<file path="config.mk">
export PLATFORM = sky130hd
export DESIGN_NAME = stable_priority_queue
export DESIGN_NICKNAME = d
export VERILOG_FILES = /design/src/hw/rtl/spq_pkg.sv /design/src/hw/rtl/spq_cell.sv /design/src/hw/rtl/stable_priority_queue.sv
export VERILOG_INCLUDE_DIRS = /design/src /design/src/hw/rtl
export SDC_FILE = /design/constraint.sdc
export NUM_CORES = 2
export LEC_CHECK = 0
export BUFFER_PORTS_ARGS = -buffer_cell sky130_fd_sc_hd__buf_2
export CAP_MARGIN = 20
export CORE_MARGIN = 10
export CORE_UTILIZATION = 44
export CTS_CLUSTER_SIZE = 40
export DETAILED_ROUTE_END_ITERATION = 12
export MAX_ROUTING_LAYER = met4
export REMOVE_ABC_BUFFERS = 1
export SETUP_SLACK_MARGIN = 0.4
export SLEW_MARGIN = 20
export SYNTH_ARGS = -nofsm -noshare
export SYNTH_HDL_FRONTEND = slang
export SYNTH_HIERARCHICAL = 1
export SYNTH_SLANG_ARGS = --single-unit
</file>
<file path="constraint.sdc">
create_clock -name clk -period 12.5 [get_ports clk]
set_input_delay 0.625 -clock clk [delete_from_list [all_inputs] [get_ports clk]]
set_output_delay 0.625 -clock clk [all_outputs]
set_load 0.01 [all_outputs]
</file>
<file path="src/hw/rtl/stable_priority_queue_defines.svh">
// Assertion macros shared by the queue RTL.
// They expand to concurrent assertions in simulation and to nothing in synthesis.
`ifndef STABLE_PRIORITY_QUEUE_DEFINES_SVH
`define STABLE_PRIORITY_QUEUE_DEFINES_SVH
`ifndef SYNTHESIS
// Checked only while the block is out of reset.
`define SPQ_ASSERT(label, clk, rst_n, prop, msg) \
    label: assert property (@(posedge clk) disable iff (!rst_n) prop) else $error(msg);
// Checked at every clock edge, reset included.
`define SPQ_ASSERT_ALWAYS(label, clk, prop, msg) \
    label: assert property (@(posedge clk) prop) else $error(msg);
`else
`define SPQ_ASSERT(label, clk, rst_n, prop, msg)
`define SPQ_ASSERT_ALWAYS(label, clk, prop, msg)
`endif
`endif

</file>
<file path="src/hw/rtl/spq_pkg.sv">
`timescale 1ns / 1ps

package spq_pkg;

    // Fixed field widths of the transactions.
    localparam int VALUE_W     = 32;
    localparam int IN_PRIO_W   = 8;
    localparam int TOTAL_W     = 36;
    localparam int COUNT_OUT_W = 5;

    // Action codes; codes above ACT_STATUS behave as a status request.
    typedef enum logic [2:0] {
        ACT_APPEND = 3'd0,
        ACT_INSERT = 3'd1,
        ACT_REMOVE = 3'd2,
        ACT_CLEAR  = 3'd3,
        ACT_STATUS = 3'd4
    } action_t;

    typedef enum logic [1:0] {
        ST_OK           = 2'd0,
        ST_DROPPED_FULL = 2'd1,
        ST_REMOVE_EMPTY = 2'd2
    } status_t;

    // Input transaction.
    typedef struct packed {
        logic [2:0]                 action;
        logic signed [VALUE_W-1:0]  item_value;
        logic [IN_PRIO_W-1:0]       item_priority;
    } item_t;

    // Result transaction.
    typedef struct packed {
        logic signed [VALUE_W-1:0]  out_value;
        logic                       had_item;
        logic [COUNT_OUT_W-1:0]     entry_count;
        logic signed [TOTAL_W-1:0]  total;
        logic                       is_empty;
        logic                       is_full;
        logic [1:0]                 status;
    } result_t;

    // Per-cycle command broadcast to every cell of the chain.
    typedef struct packed {
        logic write_en;  // place the new entry somewhere in the chain
        logic by_prio;   // placement by priority rather than at the tail
        logic remove;    // shift the whole chain one place toward the head
    } cell_ctl_t;

endpackage

</file>
<file path="src/hw/rtl/spq_cell.sv">
`timescale 1ns / 1ps

// One storage slot of the queue. Slot IDX sits IDX places behind the head.
module spq_cell #(
    parameter int IDX           = 0,
    parameter int PRIORITY_BITS = 8,
    parameter int COUNT_W       = 5
) (
    input  logic                                 clk,
    input  spq_pkg::cell_ctl_t                   ctl,
    input  logic [COUNT_W-1:0]                   count,
    input  logic signed [spq_pkg::VALUE_W-1:0]   new_value,
    input  logic [PRIORITY_BITS-1:0]             new_prio,
    input  logic signed [spq_pkg::VALUE_W-1:0]   left_value,
    input  logic [PRIORITY_BITS-1:0]             left_prio,
    input  logic signed [spq_pkg::VALUE_W-1:0]   right_value,
    input  logic [PRIORITY_BITS-1:0]             right_prio,
    input  logic                                 found_in,
    output logic                                 found_out,
    output logic signed [spq_pkg::VALUE_W-1:0]   value,
    output logic [PRIORITY_BITS-1:0]             prio,
    output logic signed [spq_pkg::VALUE_W-1:0]   value_next
);

    logic signed [spq_pkg::VALUE_W-1:0] value_reg;
    logic [PRIORITY_BITS-1:0]           prio_reg;
    logic [PRIORITY_BITS-1:0]           prio_next;
    logic                               occupied;
    logic                               candidate;
    logic                               hit;

    // The slot holds an entry when it lies below the fill count.
    assign occupied  = count > COUNT_W'(IDX);

    // The new entry lands in the first slot that is empty or, when placing by
    // priority, holds a strictly lower priority. Equal priorities stay ahead.
    assign candidate = ctl.write_en &&
                       (!occupied || (ctl.by_prio && (prio_reg < new_prio)));
    assign hit       = candidate && !found_in;
    assign found_out = found_in || candidate;

    // Slot update: shift toward the head, shift away from the insertion
    // point, take the new entry, or hold.
    always_comb
    begin
        value_next = value_reg;
        prio_next  = prio_reg;
        priority if (ctl.remove)
        begin
            value_next = right_value;
            prio_next  = right_prio;
        end
        else if (found_in && ctl.write_en)
        begin
            value_next = left_value;
            prio_next  = left_prio;
        end
        else if (hit)
        begin
            value_next = new_value;
            prio_next  = new_prio;
        end
    end

    // Payload registers need no reset; unread slots may hold anything.
    always_ff @(posedge clk)
    begin
        value_reg <= value_next;
        prio_reg  <= prio_next;
    end

    assign value = value_reg;
    assign prio  = prio_reg;

endmodule

</file>
<file path="src/hw/rtl/stable_priority_queue.sv">
`timescale 1ns / 1ps
// A result appears in the output register in the cycle after its transaction is accepted.
// One transaction per cycle unless a finished result is held up; every slot of the cell chain
// compares and shifts in parallel, so insert, remove, append, clear and status all keep that rate.
// Reset clears the fill count, the running sum and the result valid flag at once.
// Slot contents are not cleared; only slots below the fill count are ever read.

`include "stable_priority_queue_defines.svh"

module stable_priority_queue #(
    parameter int DEPTH         = 16,
    parameter int PRIORITY_BITS = 8
) (
    input  logic             clk,
    input  logic             rst_n,
    input  logic             item_valid,
    output logic             item_stall,
    input  spq_pkg::item_t   item,
    output logic             result_valid,
    input  logic             result_stall,
    output spq_pkg::result_t result
);

    localparam int CW = $clog2(DEPTH + 1);

    logic [CW-1:0]                       count_reg;
    logic [CW-1:0]                       count_next;
    logic signed [spq_pkg::TOTAL_W-1:0]  sum_reg;
    logic signed [spq_pkg::TOTAL_W-1:0]  sum_next;
    logic                                result_valid_reg;
    logic                                result_valid_next;
    spq_pkg::result_t                    result_reg;
    spq_pkg::result_t                    result_next;

    logic                                accept;
    logic                                full;
    logic                                empty;
    logic                                add_act;
    logic                                removed;
    logic [1:0]                          status;
    logic [PRIORITY_BITS-1:0]            new_prio;
    spq_pkg::cell_ctl_t                  ctl;

    logic signed [spq_pkg::VALUE_W-1:0]  cell_value [DEPTH];
    logic signed [spq_pkg::VALUE_W-1:0]  cell_value_next [DEPTH];
    logic [PRIORITY_BITS-1:0]            cell_prio [DEPTH];
    logic                                found [DEPTH+1];

    // A new transaction is taken unless a finished result is still held up.
    assign item_stall = result_valid_reg && result_stall;
    assign accept     = item_valid && !item_stall;

    assign full     = count_reg == CW'(DEPTH);
    assign empty    = count_reg == '0;
    assign new_prio = PRIORITY_BITS'(item.item_priority);

    // Append and insert both add an entry.
    assign add_act  = (item.action == spq_pkg::ACT_APPEND) ||
                      (item.action == spq_pkg::ACT_INSERT);

    // Command for the cell chain.
    always_comb
    begin
        ctl.write_en = accept && !full && add_act;
        ctl.by_prio  = item.action == spq_pkg::ACT_INSERT;
        ctl.remove   = accept && !empty && (item.action == spq_pkg::ACT_REMOVE);
    end

    assign removed = ctl.remove;

    // Fill count, running sum and status code.
    always_comb
    begin
        count_next = count_reg;
        sum_next   = sum_reg;
        status     = spq_pkg::ST_OK;
        unique case (item.action)
            spq_pkg::ACT_APPEND, spq_pkg::ACT_INSERT:
            begin
                if (full)
                begin
                    status = spq_pkg::ST_DROPPED_FULL;
                end
                else
                begin
                    count_next = count_reg + 1'b1;
                    sum_next   = sum_reg + spq_pkg::TOTAL_W'(item.item_value);
                end
            end
            spq_pkg::ACT_REMOVE:
            begin
                if (empty)
                begin
                    status = spq_pkg::ST_REMOVE_EMPTY;
                end
                else
                begin
                    count_next = count_reg - 1'b1;
                    sum_next   = sum_reg - spq_pkg::TOTAL_W'(cell_value[0]);
                end
            end
            spq_pkg::ACT_CLEAR:
            begin
                count_next = '0;
                sum_next   = '0;
            end
            default:
            begin
                count_next = count_reg;
            end
        endcase
    end

    // Result: the removed entry on a remove, else the head, plus the queue state after the action.
    always_comb
    begin
        result_next.out_value   = '0;
        result_next.had_item    = 1'b0;
        if (removed)
        begin
            result_next.out_value = cell_value[0];
            result_next.had_item  = 1'b1;
        end
        else if (count_next != '0)
        begin
            result_next.out_value = cell_value_next[0];
            result_next.had_item  = 1'b1;
        end
        result_next.entry_count = spq_pkg::COUNT_OUT_W'(count_next);
        result_next.total       = sum_next;
        result_next.is_empty    = count_next == '0;
        result_next.is_full     = count_next == CW'(DEPTH);
        result_next.status      = status;
    end

    // The output register frees up when its result is taken.
    always_comb
    begin
        result_valid_next = result_valid_reg;
        priority if (accept)
        begin
            result_valid_next = 1'b1;
        end
        else if (!result_stall)
        begin
            result_valid_next = 1'b0;
        end
    end

    // Control state.
    always_ff @(posedge clk or negedge rst_n)
    begin
        if (!rst_n)
        begin
            count_reg        <= '0;
            sum_reg          <= '0;
            result_valid_reg <= 1'b0;
        end
        else
        begin
            result_valid_reg <= result_valid_next;
            if (accept)
            begin
                count_reg <= count_next;
                sum_reg   <= sum_next;
            end
        end
    end

    // Result payload.
    always_ff @(posedge clk)
    begin
        if (accept)
        begin
            result_reg <= result_next;
        end
    end

    assign result_valid = result_valid_reg;
    assign result       = result_reg;

    // The chain of slots; the insertion point ripples from head to tail.
    assign found[0] = 1'b0;

    for (genvar i = 0; i < DEPTH; i++)
    begin : g_cell
        logic signed [spq_pkg::VALUE_W-1:0] left_value;
        logic [PRIORITY_BITS-1:0]           left_prio;
        logic signed [spq_pkg::VALUE_W-1:0] right_value;
        logic [PRIORITY_BITS-1:0]           right_prio;

        // The head never takes from the left; on a remove the tail takes the new item, beyond the fill count.
        if (i == 0)
        begin : g_head
            assign left_value = item.item_value;
            assign left_prio  = new_prio;
        end
        else
        begin : g_body
            assign left_value = cell_value[i-1];
            assign left_prio  = cell_prio[i-1];
        end

        if (i == DEPTH - 1)
        begin : g_tail
            assign right_value = item.item_value;
            assign right_prio  = new_prio;
        end
        else
        begin : g_inner
            assign right_value = cell_value[i+1];
            assign right_prio  = cell_prio[i+1];
        end

        spq_cell #(
            .IDX           (i),
            .PRIORITY_BITS (PRIORITY_BITS),
            .COUNT_W       (CW)
        ) u_cell (
            .clk         (clk),
            .ctl         (ctl),
            .count       (count_reg),
            .new_value   (item.item_value),
            .new_prio    (new_prio),
            .left_value  (left_value),
            .left_prio   (left_prio),
            .right_value (right_value),
            .right_prio  (right_prio),
            .found_in    (found[i]),
            .found_out   (found[i+1]),
            .value       (cell_value[i]),
            .prio        (cell_prio[i]),
            .value_next  (cell_value_next[i])
        );
    end

    // Checks on the queue control.
    `SPQ_ASSERT_ALWAYS(a_count_bound, clk,
        !rst_n || (count_reg <= CW'(DEPTH)),
        "fill count above capacity")
    `SPQ_ASSERT(a_full_drop, clk, rst_n,
        accept && full && add_act
        |=> $stable(count_reg) && (result_reg.status == spq_pkg::ST_DROPPED_FULL),
        "insert into full queue changed state")
    `SPQ_ASSERT(a_empty_remove, clk, rst_n,
        accept && empty && (item.action == spq_pkg::ACT_REMOVE)
        |=> result_valid_reg && !result_reg.had_item
            && (result_reg.status == spq_pkg::ST_REMOVE_EMPTY),
        "remove on empty queue misreported")
    `SPQ_ASSERT(a_clear, clk, rst_n,
        accept && (item.action == spq_pkg::ACT_CLEAR) |=> (count_reg == '0) && (sum_reg == '0),
        "clear left entries behind")
    `SPQ_ASSERT(a_place_found, clk, rst_n,
        ctl.write_en |-> found[DEPTH],
        "new entry found no slot")

endmodule

</file>
Yosys cells after proc, flatten, opt, wreduce, memory -nomap -nowiden
Cells that the tools add are included.
{"block": "word_totals", "register_bits": 760, "wordCells": 345}
{"block": "classes", "n_addsub": 4, "magnitude_cmp": 32, "eq_ne": 6, "n_mux": 107, "n_reduce_logical": 154}
{"operator": "$mux W32", "n": 47}
{"operator": "$mux W8", "n": 47}
{"operator": "$lt A8 B8 Y1", "n": 16}
{"operator": "$pmux W36 S3", "n": 1}
{"operator": "$mux W36", "n": 2}
{"operator": "$logic_and A1 B1 Y1", "n": 68}
{"operator": "$mux W33", "n": 2}
{"operator": "$reduce_bool A3 Y1", "n": 15}
{"operator": "$gt A5 B4 Y1 const B", "n": 8}
{"operator": "$add A36 B32 Y36", "n": 1}
{"operator": "$sub A36 B32 Y36", "n": 1}
{"operator": "$logic_not A1 Y1", "n": 34}
{"operator": "$logic_or A1 B1 Y1", "n": 31}
{"operator": "$gt A5 B3 Y1 const B", "n": 4}
{"operator": "$pmux W5 S3", "n": 1}
{"operator": "$eq A5 B5 Y1 const B", "n": 2}
{"operator": "$gt A5 B1 Y1 const B", "n": 2}
{"operator": "$gt A5 B2 Y1 const B", "n": 2}
{"operator": "$logic_not A5 Y1", "n": 2}
{"operator": "$mux W5", "n": 2}
{"operator": "$eq A3 B2 Y1 const B", "n": 2}
{"operator": "$add A5 B1 Y5 const B", "n": 1}
{"operator": "$reduce_bool A5 Y1", "n": 1}
{"operator": "$sub A5 B1 Y5 const B", "n": 1}
{"operator": "8 further kinds", "n": 10}

Depth between registers and ports, before layout
{"block": "depth", "word_depth": 25, "ltp_mapped": 33, "mapped_depth_nobuf": 28}

Hierarchy
Netlist, hierarchy kept.
{"module": "stable_priority_queue", "instances": 1, "cells_each": 1110, "area_each_um2": 9555.4}
{"module": "spq_cell (g_cell[11].u_cell ...)", "instances": 2, "cells_each": 276, "area_each_um2": 2273.4}
{"module": "spq_cell (g_cell[15].u_cell)", "instances": 1, "cells_each": 398, "area_each_um2": 3225.6}
{"module": "spq_cell (g_cell[7].u_cell)", "instances": 1, "cells_each": 286, "area_each_um2": 2647.5}
{"module": "spq_cell (g_cell[9].u_cell)", "instances": 1, "cells_each": 320, "area_each_um2": 2509.9}
{"module": "spq_cell (g_cell[13].u_cell)", "instances": 1, "cells_each": 276, "area_each_um2": 2293.4}
{"module": "spq_cell (g_cell[3].u_cell)", "instances": 1, "cells_each": 276, "area_each_um2": 2290.9}
{"module": "spq_cell (g_cell[5].u_cell)", "instances": 1, "cells_each": 276, "area_each_um2": 2287.2}
{"module": "spq_cell (g_cell[8].u_cell)", "instances": 1, "cells_each": 250, "area_each_um2": 2210.9}
{"module": "spq_cell (g_cell[14].u_cell)", "instances": 1, "cells_each": 247, "area_each_um2": 2174.6}
{"module": "spq_cell (g_cell[6].u_cell)", "instances": 1, "cells_each": 247, "area_each_um2": 2170.8}
{"module": "spq_cell (g_cell[12].u_cell)", "instances": 1, "cells_each": 251, "area_each_um2": 2168.3}
{"module": "spq_cell (g_cell[10].u_cell)", "instances": 1, "cells_each": 248, "area_each_um2": 2165.8}
{"module": "spq_cell (g_cell[4].u_cell)", "instances": 1, "cells_each": 248, "area_each_um2": 2164.6}
{"module": "2 more rows"}

Least setup slack after synthesis
No wires, ideal clock.
{"block": "synth_timing", "path_type": "register -> register", "startpoint": "register count_reg[4]", "endpoint": "register g_cell[15].u_cell.value_reg, in the netlist g_cell[15].u_cell/value[1]", "t_arrival_ns": 8.734, "t_required_ns": 12.427, "path_slack_ns": 3.693, "stages_incl_launch_ff": 32, "n_path_buf": 6, "path_cell_list": "dfrtp_1 clkbuf_1 inv_1 nor2_1 nor3_1 clkbuf_1 nand2_1 inv_1 inv_1 a21oi_1 or2_2 or2_2 or2_2 or2_2 or2_2 or2_2 or2_2 clkbuf_2 a21o_1 or2_2 clkbuf_1 or2_1 or2_2 or2_2 or2_2 or2_2 or2_2 clkbuf_1 a21oi_1 clkbuf_1 a41oi_1 o211ai_2"}
{"element": "from (decl)", "line": "stable_priority_queue.sv:26", "rtl": "logic [CW-1:0] count_reg;"}
{"element": "from (signal assigned)", "line": "stable_priority_queue.sv:164", "rtl": "count_reg <= count_next;"}
{"element": "to (signal assigned)", "line": "spq_cell.sv:68", "rtl": "value_reg <= value_next;"}
{"element": "to (decl)", "line": "spq_cell.sv:25", "rtl": "logic signed [spq_pkg::VALUE_W-1:0] value_reg;"}

==> results.yml <==
outcome:
  status: "finished with violations"
  violations: "max-slew violations"
pwr:
  p_clk_share_pct: 23.5
  comb_power_share_pct: 37.1
  p_total_mw: 11.12
  p_leak_nw: 19.08
  p_sw_share_pct: 38.65
  p_int_mw: 6.819
  powerDensity_nw_per_um2: 219.5
  peakVddDrop_v: 0.0001516
  power.switching_mw: 4.296
  seqPwrFrac_pct: 39.4
die:
  die_x_microns: 345.7
  start_util_pct: 44.35
  num_rows: 119
  die_h_microns: 345.7
  dieArea_sq_um: 119500
  pin_count: 127
  core_sq_um: 105300
setup_path:
  startpoint_type: "register"
  cp_slowest_stage_delay_ns: 0.65
  crit_top_cell: "or2_2"
  required_ns: 13.07
  worstPathArrival_ns: 10.31
  endpoint_kind: "register"
  path_max_fanout: 42
  crit_path_top_delay_cell: "dfrtp_1"
  path_class: "register to register"
  r2r_cells: 32
timing:
  setup_tns_ns: 0
  holdWs_ns: 0.08690
  clock-skew-final_ns: 0.02573
  timing_hold_violations_final: 0
  grt_setup_unrepaired: "false"
  worst_slew_pin_slew_ns: 1.817
  fmax_ghz: 0.1027
  period_minus_slack_ns: 9.735
  finalCritPeriodShare_pct: 77.88
  fin_ws_ns: 2.765
  setup_violations: 0
  slew_headroom_pct: -21.17
  slew_viol_final: 41
drt:
  vias: 39660
  drt-total-wl_mm: 132.0
  dr.pass1.iters: 8
  drt_iter0_drc: 3523
  drc: 0
  vias_per_cell: 5.815
  antenna_left: 0
  wire_per_inst_microns: 19.35
finish:
  drive_gt1_share_pct: 10.70
  layout.nets: 5593
  final_core_util_pct: 48.10
  syn2layout_area_growth_pct: 8.450
  largest_reg_flops: 512
clock_tree:
  cts_setup_buffers: 0
  cts_max_level: 3
  holdBufCountCts: 0
  postCtsResizedCells: 0
  clockBufferDepth: 3
  clk-insertion-delay-late_ns: 0.66
  clkTransAtPathRegs_ns: 0.06
  numCtsBuffers: 87
  cts_root_buf: "clkbuf_16"
  cts.sinks: 760
  cts_tree: "built"
placement:
  place.gp.congestion: 0.9310
  dpl.hpwl_mm: 92.87
  dp_slack_ns: 2.876
  io_buffer_count: 126
global_routing:
  grt_usage_pct: 21.57
  antenna_found_initial: 1
  first_global_vias: 37710
  grt_max_degree: 253
  grt_overflow: 0
  grt_first_pass_wirelength_mm: 213.4
logic_synthesis:
  syn-instance-count: 5483
  synth_area_sq_um: 46690
  ys_warn_count: 6
  avgSynthCellArea_sq_um: 8.515
job:
  cap_violations: 0
worst_hold_path:
  hp-class: "input pin to asynchronous set/reset pin"
cell type report:
type	count	area, sq um
inverters	236	898.4
fillers	10090	54640
well taps	1391	1740
clock inverters	34	384.1
flip-flops and latches	760	17490
clock buffers	123	2505
repair buffers	210	1299
multi-input cells	4065	26310
diodes	1	2.502
per-stage QoR:
step | area [sq um] | cells
after global placement | 47740 | 6662
after global routing | 50630 | 6820
after floorplan | 44590 | 5061
after detailed placement | 47740 | 6662
after CTS | 50630 | 6819
final | 50630 | 6820
power groups by stage:
stage	Sequential [mW]	Combinational, mW	Clock (mW)
after floorplan	4.18	3.08	0
after global placement	4.39	4.00	0
after detailed placement	4.41	4.06	0
after CTS	4.37	4.08	2.66
after global routing	4.51	4.54	2.76
final	4.38	4.12	2.61
placed cells by master (no fill, tap or decap), drive strengths merged, types with 18 or more instances in the layout:
cell type / instances
nand2: 1060
o21ai: 652
dfxtp: 512
mux2i: 326
a221o: 298
a21oi: 291
nor2: 288
inv: 239
buf: 210
edfxtp: 206
ha: 184
clkbuf: 123
nand3: 94
o211ai: 58
nand2b: 57
nand4: 54
a31oi: 52
a21o: 44
nor2b: 43
dfrtp: 42
a41oi: 42
o22ai: 39
xnor2: 38
o221ai: 38
nand3b: 33
nand4b: 32
or2: 30
nor3: 28
a211oi: 28
a2111oi: 25
and2: 24
clkinv: 24
xor2: 22
o21a: 21
a22oi: 18
and3: 18
path summary, 6_finish.rpt:
| check | start | to | slack, ns |
|---|---|---|---|
| min in group clk | item_valid | result_valid$_DFFE_PN0P_ | 0.20 |
| worst min register to register | g_cell[6].u_cell/value[27]$_DFF_P_ | g_cell[5].u_cell/value[27]$_DFF_P_ | 0.51 |
| worst max-delay path | count_reg[1]$_DFFE_PN0P_ | g_cell[15].u_cell/value[9]$_DFF_P_ | 2.77 |
| max in group asynchronous | rst_n | count_reg[4]$_DFFE_PN0P_ | 11.93 |
| worst min-delay path | rst_n | result_valid$_DFFE_PN0P_ | 0.09 |
| worst max register to register | count_reg[1]$_DFFE_PN0P_ | g_cell[15].u_cell/value[9]$_DFF_P_ | 2.77 |
worst max-delay path: cells and delay by family, from the launching register on:
kind            cells  cell delay (ns)
compound gates      5             1.17
buf+inv             8             2.06
flops               1             0.65
simple gates       18             5.43
fa+ha+maj           1             0.23
layer usage:
layer | global-route usage [%] | up-vias | routed length, microns
li1 | - | 19720 | -
met1 | 30.03 | 18660 | 64690
met2 | 32.72 | 1089 | 57340
met3 | 2.503 | 192 | 6628
met4 | 6.204 | 0 | 3341
met5 | - | - | 0
Note: power is estimated with default switching activity, not from simulation.
